===== src/design/ckvt_pkg.sv =====
`default_nettype none

package ckvt_pkg;

	// Fixed field widths of the request and response items.
	localparam int CMD_W    = 2;
	localparam int IDX_W    = 4;
	localparam int STATUS_W = 3;
	localparam int CNT_W    = 5;

	// Configuration register map.
	localparam int CFG_IDX_W = 1;
	localparam int CFG_DATA_W = 5;
	localparam logic [CFG_IDX_W-1:0] REG_CAPACITY = 1'b0;
	localparam logic [CFG_IDX_W-1:0] REG_FROZEN   = 1'b1;
	localparam logic [CNT_W-1:0]     CAPACITY_RESET = 5'd16;

	typedef enum logic [CMD_W-1:0] {
		CMD_REGISTER   = 2'd0,
		CMD_DEREGISTER = 2'd1,
		CMD_LOOKUP     = 2'd2,
		CMD_GET_INDEX  = 2'd3
	} cmd_t;

	typedef enum logic [STATUS_W-1:0] {
		ST_OK        = 3'd0,
		ST_BAD_ARG   = 3'd1,
		ST_BAD_STATE = 3'd2,
		ST_NO_SPACE  = 3'd3,
		ST_NOT_FOUND = 3'd4
	} status_t;

	typedef enum logic [2:0] {
		S_IDLE,
		S_SEARCH,
		S_SHIFT,
		S_READ,
		S_FINISH
	} state_t;

endpackage

`default_nettype wire


===== src/design/compacting_key_value_table.sv =====
`default_nettype none

// Compacting key/value table. Up to min(capacity, DEPTH) pairs of key and value words are
// kept packed at positions 0 to entry_count-1 in insertion order, in two single-port-read
// memories. A request arrives as one transfer on the s_ side and always produces exactly one
// response transfer on the m_ side. Register (command 0) searches for a duplicate key and then
// appends; deregister (command 1) searches for the key and closes the gap by moving every later
// entry down one place; lookup (command 2) searches and returns the value; get by index
// (command 3) reads one position. All searches walk the stored entries through the one read
// port of the memories, one entry per cycle. A request that is refused on its arguments alone
// skips the memories and goes straight to the finish state. The response is loaded only once
// the output register is free, so a stall on the m_ side holds the block in that state. The
// next request can be taken in the cycle after its response is loaded. The block takes
// one request at a time: s_tready is high only while no request is in progress, although a
// finished response may still be waiting in the output register. Configuration (capacity,
// frozen) is written through the cfg_ port, which is always ready, and must only be written
// while no request is in progress.
module compacting_key_value_table
	import ckvt_pkg::*;
#(
	parameter int DEPTH       = 16,
	parameter int KEY_WIDTH   = 32,
	parameter int VALUE_WIDTH = 32,
	// Stream payload layout, padded up to whole bytes.
	localparam int IN_W   = CMD_W + KEY_WIDTH + VALUE_WIDTH + IDX_W,
	localparam int IN_TW  = ((IN_W + 7) / 8) * 8,
	localparam int OUT_W  = STATUS_W + KEY_WIDTH + VALUE_WIDTH + CNT_W + 1,
	localparam int OUT_TW = ((OUT_W + 7) / 8) * 8
) (
	input  wire                       clk,
	input  wire                       arst_n,
	// Request stream.
	input  wire                       s_tvalid,
	output logic                      s_tready,
	// Fields from bit 0 up: cmd, key, value, index, zero padding.
	input  wire  [IN_TW-1:0]          s_tdata,
	// Response stream.
	output logic                      m_tvalid,
	input  wire                       m_tready,
	// Fields from bit 0 up: status, out_key, out_value, entry_count, watermark_hit,
	// zero padding.
	output logic [OUT_TW-1:0]         m_tdata,
	// Configuration write channel.
	input  wire                       cfg_valid,
	output logic                      cfg_ready,
	input  wire  [CFG_IDX_W-1:0]      cfg_index,
	input  wire  [CFG_DATA_W-1:0]     cfg_data
);

	localparam int KEY_LO = CMD_W;
	localparam int VAL_LO = KEY_LO + KEY_WIDTH;
	localparam int IDX_LO = VAL_LO + VALUE_WIDTH;

	// Memory address width and the width used for pointers and counts alike.
	localparam int AW = (DEPTH > 1) ? $clog2(DEPTH) : 1;
	localparam int PW = $clog2(DEPTH + 1);
	localparam int CW = (PW > CNT_W) ? PW : CNT_W;

	// Request fields.
	cmd_t                   in_cmd;
	logic [KEY_WIDTH-1:0]   in_key;
	logic [VALUE_WIDTH-1:0] in_value;
	logic [IDX_W-1:0]       in_index;

	assign in_cmd   = cmd_t'(s_tdata[CMD_W-1:0]);
	assign in_key   = s_tdata[KEY_LO +: KEY_WIDTH];
	assign in_value = s_tdata[VAL_LO +: VALUE_WIDTH];
	assign in_index = s_tdata[IDX_LO +: IDX_W];

	// Control state.
	state_t            state_q, state_d;
	logic [CNT_W-1:0]  capacity_q;
	logic              frozen_q;
	logic [CNT_W-1:0]  stored_cnt_q;
	logic              wm_seen_q;
	logic              rd_vld_s1;
	logic              m_tvalid_q;

	// Payload of the request in progress.
	cmd_t                   cmd_q;
	logic [KEY_WIDTH-1:0]   key_q;
	logic [VALUE_WIDTH-1:0] val_q;
	status_t                status_q;
	logic [KEY_WIDTH-1:0]   ok_key_q;
	logic [VALUE_WIDTH-1:0] ok_val_q;
	logic                   hit_q;
	logic [CW-1:0]          rd_ptr_q;
	logic [CW-1:0]          rd_addr_s1;

	// Response register.
	status_t                out_status_q;
	logic [KEY_WIDTH-1:0]   out_key_q;
	logic [VALUE_WIDTH-1:0] out_val_q;
	logic [CNT_W-1:0]       out_cnt_q;
	logic                   out_hit_q;

	// Entry memories with registered read data.
	logic [KEY_WIDTH-1:0]   key_mem [DEPTH];
	logic [VALUE_WIDTH-1:0] val_mem [DEPTH];
	logic [KEY_WIDTH-1:0]   key_rd_s1;
	logic [VALUE_WIDTH-1:0] val_rd_s1;

	logic                   rd_en;
	logic [AW-1:0]          rd_addr;
	logic                   mem_we;
	logic [AW-1:0]          mem_waddr;
	logic [KEY_WIDTH-1:0]   mem_wkey;
	logic [VALUE_WIDTH-1:0] mem_wval;

	// Derived conditions.
	logic          accept;
	logic          out_free;
	logic [CW-1:0] cnt_ext;
	logic [CW-1:0] cap_eff;
	logic          key_match;
	logic          more;
	logic          drained;
	logic          has_room;
	logic          wm_fire;
	logic          early_done;
	status_t       early_status;

	assign s_tready  = (state_q == S_IDLE);
	assign accept    = s_tvalid && s_tready;
	assign cfg_ready = 1'b1;
	assign out_free  = !m_tvalid_q || m_tready;

	// The usable capacity never exceeds the memory depth.
	assign cnt_ext = CW'(stored_cnt_q);
	assign cap_eff = (CW'(capacity_q) > CW'(DEPTH)) ? CW'(DEPTH) : CW'(capacity_q);

	assign key_match = rd_vld_s1 && (key_rd_s1 == key_q);
	assign more      = (rd_ptr_q < cnt_ext);
	assign drained   = !rd_vld_s1 && !more;
	assign has_room  = (cnt_ext < cap_eff);

	// The high watermark fires once, on the insert that leaves the count at capacity minus one.
	assign wm_fire = !wm_seen_q && (cap_eff != '0) &&
		(({1'b0, cnt_ext} + (CW+1)'(2)) == {1'b0, cap_eff});

	// Requests that are settled on their arguments alone, without touching the memories.
	always_comb begin
		early_done   = 1'b0;
		early_status = ST_OK;
		unique case (in_cmd)
			CMD_REGISTER: begin
				if (in_key == '0 || in_value == '0) begin
					early_done   = 1'b1;
					early_status = ST_BAD_ARG;
				end else if (frozen_q) begin
					early_done   = 1'b1;
					early_status = ST_BAD_STATE;
				end
			end
			CMD_DEREGISTER: begin
				if (in_key == '0) begin
					early_done   = 1'b1;
					early_status = ST_BAD_ARG;
				end else if (frozen_q) begin
					early_done   = 1'b1;
					early_status = ST_BAD_STATE;
				end
			end
			CMD_LOOKUP: begin
				if (in_key == '0) begin
					early_done   = 1'b1;
					early_status = ST_NOT_FOUND;
				end
			end
			CMD_GET_INDEX: begin
				if (CW'(in_index) >= cnt_ext) begin
					early_done   = 1'b1;
					early_status = ST_NOT_FOUND;
				end
			end
			default: begin
				early_done   = 1'b1;
				early_status = ST_NOT_FOUND;
			end
		endcase
	end

	// Sequencer: next state.
	always_comb begin
		state_d = state_q;
		unique case (state_q)
			S_IDLE: begin
				if (accept) begin
					if (early_done) begin
						state_d = S_FINISH;
					end else if (in_cmd == CMD_GET_INDEX) begin
						state_d = S_READ;
					end else begin
						state_d = S_SEARCH;
					end
				end
			end
			S_SEARCH: begin
				if (key_match) begin
					state_d = (cmd_q == CMD_DEREGISTER) ? S_SHIFT : S_FINISH;
				end else if (drained) begin
					state_d = S_FINISH;
				end
			end
			S_SHIFT: begin
				if (drained) begin
					state_d = S_FINISH;
				end
			end
			S_READ: begin
				state_d = S_FINISH;
			end
			S_FINISH: begin
				if (out_free) begin
					state_d = S_IDLE;
				end
			end
			default: begin
				state_d = S_IDLE;
			end
		endcase
	end

	// Sequencer: memory port controls.
	always_comb begin
		rd_en     = 1'b0;
		rd_addr   = AW'(rd_ptr_q);
		mem_we    = 1'b0;
		mem_waddr = AW'(rd_addr_s1 - CW'(1));
		mem_wkey  = key_rd_s1;
		mem_wval  = val_rd_s1;
		unique case (state_q)
			S_IDLE: begin
				rd_en   = accept;
				rd_addr = AW'(in_index);
			end
			S_SEARCH: begin
				rd_en = more && !key_match;
				// Append once the whole table has been searched without a duplicate.
				if (drained && cmd_q == CMD_REGISTER && has_room) begin
					mem_we    = 1'b1;
					mem_waddr = AW'(cnt_ext);
					mem_wkey  = key_q;
					mem_wval  = val_q;
				end
			end
			S_SHIFT: begin
				// Each entry read in the previous cycle moves down one place.
				rd_en  = more;
				mem_we = rd_vld_s1;
			end
			S_READ, S_FINISH: begin
				rd_en = 1'b0;
			end
			default: begin
				rd_en = 1'b0;
			end
		endcase
	end

	// Entry memories.
	always_ff @(posedge clk) begin
		if (mem_we) begin
			key_mem[mem_waddr] <= mem_wkey;
			val_mem[mem_waddr] <= mem_wval;
		end
		if (rd_en) begin
			key_rd_s1 <= key_mem[rd_addr];
			val_rd_s1 <= val_mem[rd_addr];
		end
	end

	// Control registers.
	always_ff @(posedge clk or negedge arst_n) begin
		if (!arst_n) begin
			state_q      <= S_IDLE;
			capacity_q   <= CAPACITY_RESET;
			frozen_q     <= 1'b0;
			stored_cnt_q <= '0;
			wm_seen_q    <= 1'b0;
			rd_vld_s1    <= 1'b0;
			m_tvalid_q   <= 1'b0;
		end else begin
			state_q <= state_d;

			if (cfg_valid && cfg_ready) begin
				unique case (cfg_index)
					REG_CAPACITY: capacity_q <= cfg_data;
					REG_FROZEN:   frozen_q   <= cfg_data[0];
					default:      frozen_q   <= frozen_q;
				endcase
			end

			rd_vld_s1 <= ((state_q == S_SEARCH && !key_match) || state_q == S_SHIFT) && more;

			if (state_q == S_SEARCH && drained && cmd_q == CMD_REGISTER && has_room) begin
				stored_cnt_q <= stored_cnt_q + CNT_W'(1);
				if (wm_fire) begin
					wm_seen_q <= 1'b1;
				end
			end else if (state_q == S_SHIFT && drained) begin
				stored_cnt_q <= stored_cnt_q - CNT_W'(1);
			end

			if (state_q == S_FINISH && out_free) begin
				m_tvalid_q <= 1'b1;
			end else if (m_tready) begin
				m_tvalid_q <= 1'b0;
			end
		end
	end

	// Request payload, search pointers and response payload.
	always_ff @(posedge clk) begin
		unique case (state_q)
			S_IDLE: begin
				if (accept) begin
					cmd_q    <= in_cmd;
					key_q    <= in_key;
					val_q    <= in_value;
					status_q <= early_status;
					ok_key_q <= '0;
					ok_val_q <= '0;
					hit_q    <= 1'b0;
					rd_ptr_q <= '0;
				end
			end
			S_SEARCH: begin
				rd_addr_s1 <= rd_ptr_q;
				if (key_match) begin
					unique case (cmd_q)
						CMD_DEREGISTER: rd_ptr_q <= rd_addr_s1 + CW'(1);
						CMD_LOOKUP:     ok_val_q <= val_rd_s1;
						default:        status_q <= ST_BAD_STATE;
					endcase
				end else if (more) begin
					rd_ptr_q <= rd_ptr_q + CW'(1);
				end else if (drained) begin
					if (cmd_q != CMD_REGISTER) begin
						status_q <= ST_NOT_FOUND;
					end else if (!has_room) begin
						status_q <= ST_NO_SPACE;
					end else begin
						hit_q <= wm_fire;
					end
				end
			end
			S_SHIFT: begin
				rd_addr_s1 <= rd_ptr_q;
				if (more) begin
					rd_ptr_q <= rd_ptr_q + CW'(1);
				end
			end
			S_READ: begin
				ok_key_q <= key_rd_s1;
				ok_val_q <= val_rd_s1;
			end
			S_FINISH: begin
				if (out_free) begin
					out_status_q <= status_q;
					out_key_q    <= ok_key_q;
					out_val_q    <= ok_val_q;
					out_cnt_q    <= stored_cnt_q;
					out_hit_q    <= hit_q;
				end
			end
			default: begin
				rd_addr_s1 <= rd_addr_s1;
			end
		endcase
	end

	assign m_tvalid = m_tvalid_q;
	assign m_tdata  = OUT_TW'({out_hit_q, out_cnt_q, out_val_q, out_key_q, out_status_q});

	// The table never holds more entries than the memory has places.
	assert property (@(posedge clk) disable iff (!arst_n)
		cnt_ext <= CW'(DEPTH))
		else $error("entry count exceeds table depth");

	// Once raised, the watermark mark stays for good.
	assert property (@(posedge clk) disable iff (!arst_n)
		!$fell(wm_seen_q))
		else $error("watermark mark cleared");

	// A watermark response is always a successful insert.
	assert property (@(posedge clk) disable iff (!arst_n)
		(m_tvalid_q && out_hit_q) |-> (out_status_q == ST_OK))
		else $error("watermark reported on a refused request");

	// The count moves by at most one entry per request and only while one is in progress.
	assert property (@(posedge clk) disable iff (!arst_n)
		(stored_cnt_q != $past(stored_cnt_q)) |->
		($past(state_q) == S_SEARCH || $past(state_q) == S_SHIFT))
		else $error("entry count changed outside a register or deregister");

	// A memory write never targets a position at or beyond the stored entries plus one.
	assert property (@(posedge clk) disable iff (!arst_n)
		mem_we |-> (CW'(mem_waddr) <= cnt_ext))
		else $error("memory write beyond the packed entries");

endmodule

`default_nettype wire

===== config.mk =====
export PLATFORM = sky130hd
export DESIGN_NAME = compacting_key_value_table
export DESIGN_NICKNAME = d
export VERILOG_FILES = /design/src/design/ckvt_pkg.sv /design/src/design/compacting_key_value_table.sv
export SDC_FILE = /design/constraint.sdc
export NUM_CORES = 2
export LEC_CHECK = 0
export ABC_CLOCK_PERIOD_IN_PS = 9800
export BUFFER_PORTS_ARGS = -buffer_cell sky130_fd_sc_hd__clkbuf_2
export CAP_MARGIN = 20
export CORE_ASPECT_RATIO = 0.9
export CORE_MARGIN = 2
export CORE_UTILIZATION = 66
export CTS_CLUSTER_SIZE = 24
export DETAILED_ROUTE_END_ITERATION = 10
export PLACE_DENSITY_LB_ADDON = 0.25
export SYNTH_ARGS = -nofsm -noshare
export SYNTH_HDL_FRONTEND = slang
export SYNTH_SLANG_ARGS = --single-unit

===== constraint.sdc =====
create_clock -name clk -period 9.8 [get_ports clk]
set_input_delay 2.94 -clock clk [delete_from_list [all_inputs] [get_ports clk]]
set_output_delay 2.94 -clock clk [all_outputs]
set_load 0.1 [all_outputs]

==> flow_summary.ini <==
[logic_synthesis]
seq_area_frac_synth_pct = 78.55
ys_types = 62
synth_xor_area_share_pct = 0.8683
synthCells = 2327
synth-seq-cells = 1322
async_flop_share_pct = 1.286
synth-edff-count = 1305
synth.most_common_cell = edfxtp_1
synthDominantCellAreaShare_pct = 77.70
ys.flop_type = edfxtp_1
synth_area_leader_cell = edfxtp_1
postSynthAreaPerCell_um2 = 21.67
synth_common_cells = edfxtp_1 (1305), mux4_2 (256), a22oi_1 (137)
synth_compound_area_share_pct = 2.856
synthMuxAreaShare_pct = 13.18
synthAdderAreaFrac_pct = 0.6103
synth_top_family_by_area = multiplexers
synth_area_um2 = 50430
synthSimpleGateAreaFrac_pct = 2.799
yosysWarnings = 0
synth_area_leaders = edfxtp_1 (78%), mux4_2 (11%), a22oi_1 (2.0%)

[sta]
slew_violations = 0
timing.final.crit_share_pct = 58.49
final_hold_viol_count = 0
finalSetupViolCount = 0
setup_tns_ps = 0
worst_slew_pin_slew_ps = 1297
clock_skew_ps = 25.23
setup_slack_ps = 4068
relSlewSlack_pct = 13.51
max_freq_ghz = 0.1745
period_minus_slack_ps = 5732
rsz0062_at_grt = false

[clocking]
cts_tree = done
clkLatencyLatePin_ps = 700
htree_levels = 3
cts_resized = 0
clock-sinks = 1322
cts_made_buffers = 119
hold_buffers = 0
root_buffer = clkbuf_16
clk_pin_slew_ps = 70
clockBufferDepth = 3
post_cts_buffers = 0

[setup_path]
critPathBufInv = 1
cp_max_fo = 42
crit_slowest_cell = nor3_4
setup.worst_path.start_class = flip-flop
path_class = reg2out
crit_chain = nor3_4, clkbuf_2
cp_data_arrival_time_ps = 2790
slowest_delay_ps = 770
r2r_setup_slack_ps = 4520
cp_top_family = simple AND/OR/NAND/NOR gates
crit_required_ps = 6860
cp-end-kind = output port

[grt]
antenna_found_initial = 2
grt_max_degree = 169
grt_pass1_wl_mm = 173.1
track_usage_pct = 31.14
grt_overflow_total = 0
grt_pass1_vias = 25720

[route]
drc = 0
viasPerCell = 6.949
wl_mm = 120.2
avgRoutedWirePerCell_um = 32.69
postRouteAntennaNets = 0
drt_iter0_drc = 3290
drt_first_pass_iters = 5
vias = 25550

[pwr]
total_power_w = 0.01759
p_per_area_nw_per_um2 = 311.7
ir_worst_vdd_mv = 0.3576
power_leakage_nw = 18.44

[hold_path]
min_path_type = reg2reg

[die]
core-area_um2 = 75910
row_count = 96
start_util_pct = 66.43
die_h_um = 266.2
die_x_um = 295.4
ios = 166
die_area_um2 = 78640

[cells_and_area]
area_growth_pct = 11.90
drive_above_1_share_pct = 28.03
nets = 2655
post-route-util_pct = 74.34
finalNonFillerCells = 3677

[placement]
placed_cells = 3456
pre_cts_ws_ps = 3560
hpwl_mm = 60.77
port_buffers = 155
gp_congestion = 0.8322

[status]
status = finished, final reports clean

[run]
cap_violations = 0
==> registers in the layout (all words and copies together) (netlist names), 2 cells and up <==
signal        flops
key_q            32
capacity_q        5
ok_val_q         32
cnt_ext           5
status_q          3
ok_key_q         32
val_mem         512
out_val_q        32
out_key_q        32
key_rd_s1        32
val_q            32
rd_ptr_q          5
state_q           3
out_cnt_q         5
key_mem         512
out_status_q      3
cmd_q             2
val_rd_s1        32
rd_addr_s1        5
==> final timing paths <==
| check | start | endpoint | cells after the start |
|---|---|---|---|
| setup / recovery | state_q[1] | s_tready | 2 |
| hold / removal | ok_val_q[21] | out_val_q[21] | 0 |
| setup reg to reg | cnt_ext[1] | key_mem[12][17] | 9 |
| hold reg to reg | ok_val_q[21] | out_val_q[21] | 0 |
| max in group asynchronous | arst_n | state_q[1] | 1 |
| min in group asynchronous | arst_n | capacity_q[3] | 1 |
==> layout make-up <==
class | instances | area, µm²
clock inverter | 71 | 593.1
timing repair buffer | 210 | 1234
tap | 1029 | 1287
multi-input combinational | 881 | 10490
sequential | 1322 | 39620
inverter | 14 | 53.80
clock buffer | 149 | 3153
antenna | 1 | 2.502
fill | 4032 | 19480
==> cell families after synthesis <==
logic type	after synthesis
DFF	1322
adders and majority gates	24
buffers and inverters	130
and+or+nand+nor	269
xor gates and xnor gates	50
AOI/OAI and AO/OA	195
other	2
muxes	335
==> through the flow <==
step	instance area, µm²	hold WS, ps
floorplan	50450	400.3
finish	56430	410.3
detailed placement	52680	404.5
CTS	56430	414.6
global route	56430	424.1
global placement	52660	400.3
==> metal layers <==
metal  global-route usage [%]  vias to the layer above  share of wire [%]
met5                        0                        -                  0
met2                    49.83                     1858                 49
li1                         -                    10160                  -
met1                    44.16                    13250                 36
met3                    6.064                      286                 11
met4                    10.51                        0                3.5
==> where the power goes <==
group	internal, W	switching (W)
Sequential	0.00764	0.000323
Combinational	0.00176	0.00337
Clock	0.00251	0.00199
==> placed cells by master (no fill, tap or decap), drive strengths merged, types with 3 or more instances in the layout <==
cell / Yosys / final
buf: 45 / 55
o2bb2ai: 3 / 3
mux2i: 6 / 6
ha: 23 / 23
clkinvlp: 0 / 7
inv: 14 / 17
or3: 3 / 3
mux2: 73 / 73
nor3: 8 / 8
xor2: 9 / 9
clkinv: 0 / 52
a21o: 3 / 3
a22oi: 137 / 137
o21ai: 8 / 8
nor2b: 6 / 6
nand2b: 3 / 3
nand3: 14 / 14
a21oi: 16 / 16
nand4: 25 / 25
clkbuf: 71 / 304
bufinv: 0 / 9
and3: 35 / 35
o31ai: 4 / 4
mux4: 256 / 256
nor2: 22 / 22
o211ai: 4 / 4
edfxtp: 1305 / 1305
dfrtp: 16 / 16
and2: 36 / 36
nor4: 18 / 18
nand2: 89 / 89
xnor2: 41 / 41
conb: 2 / 8
(Power assumes the default switching activity.)
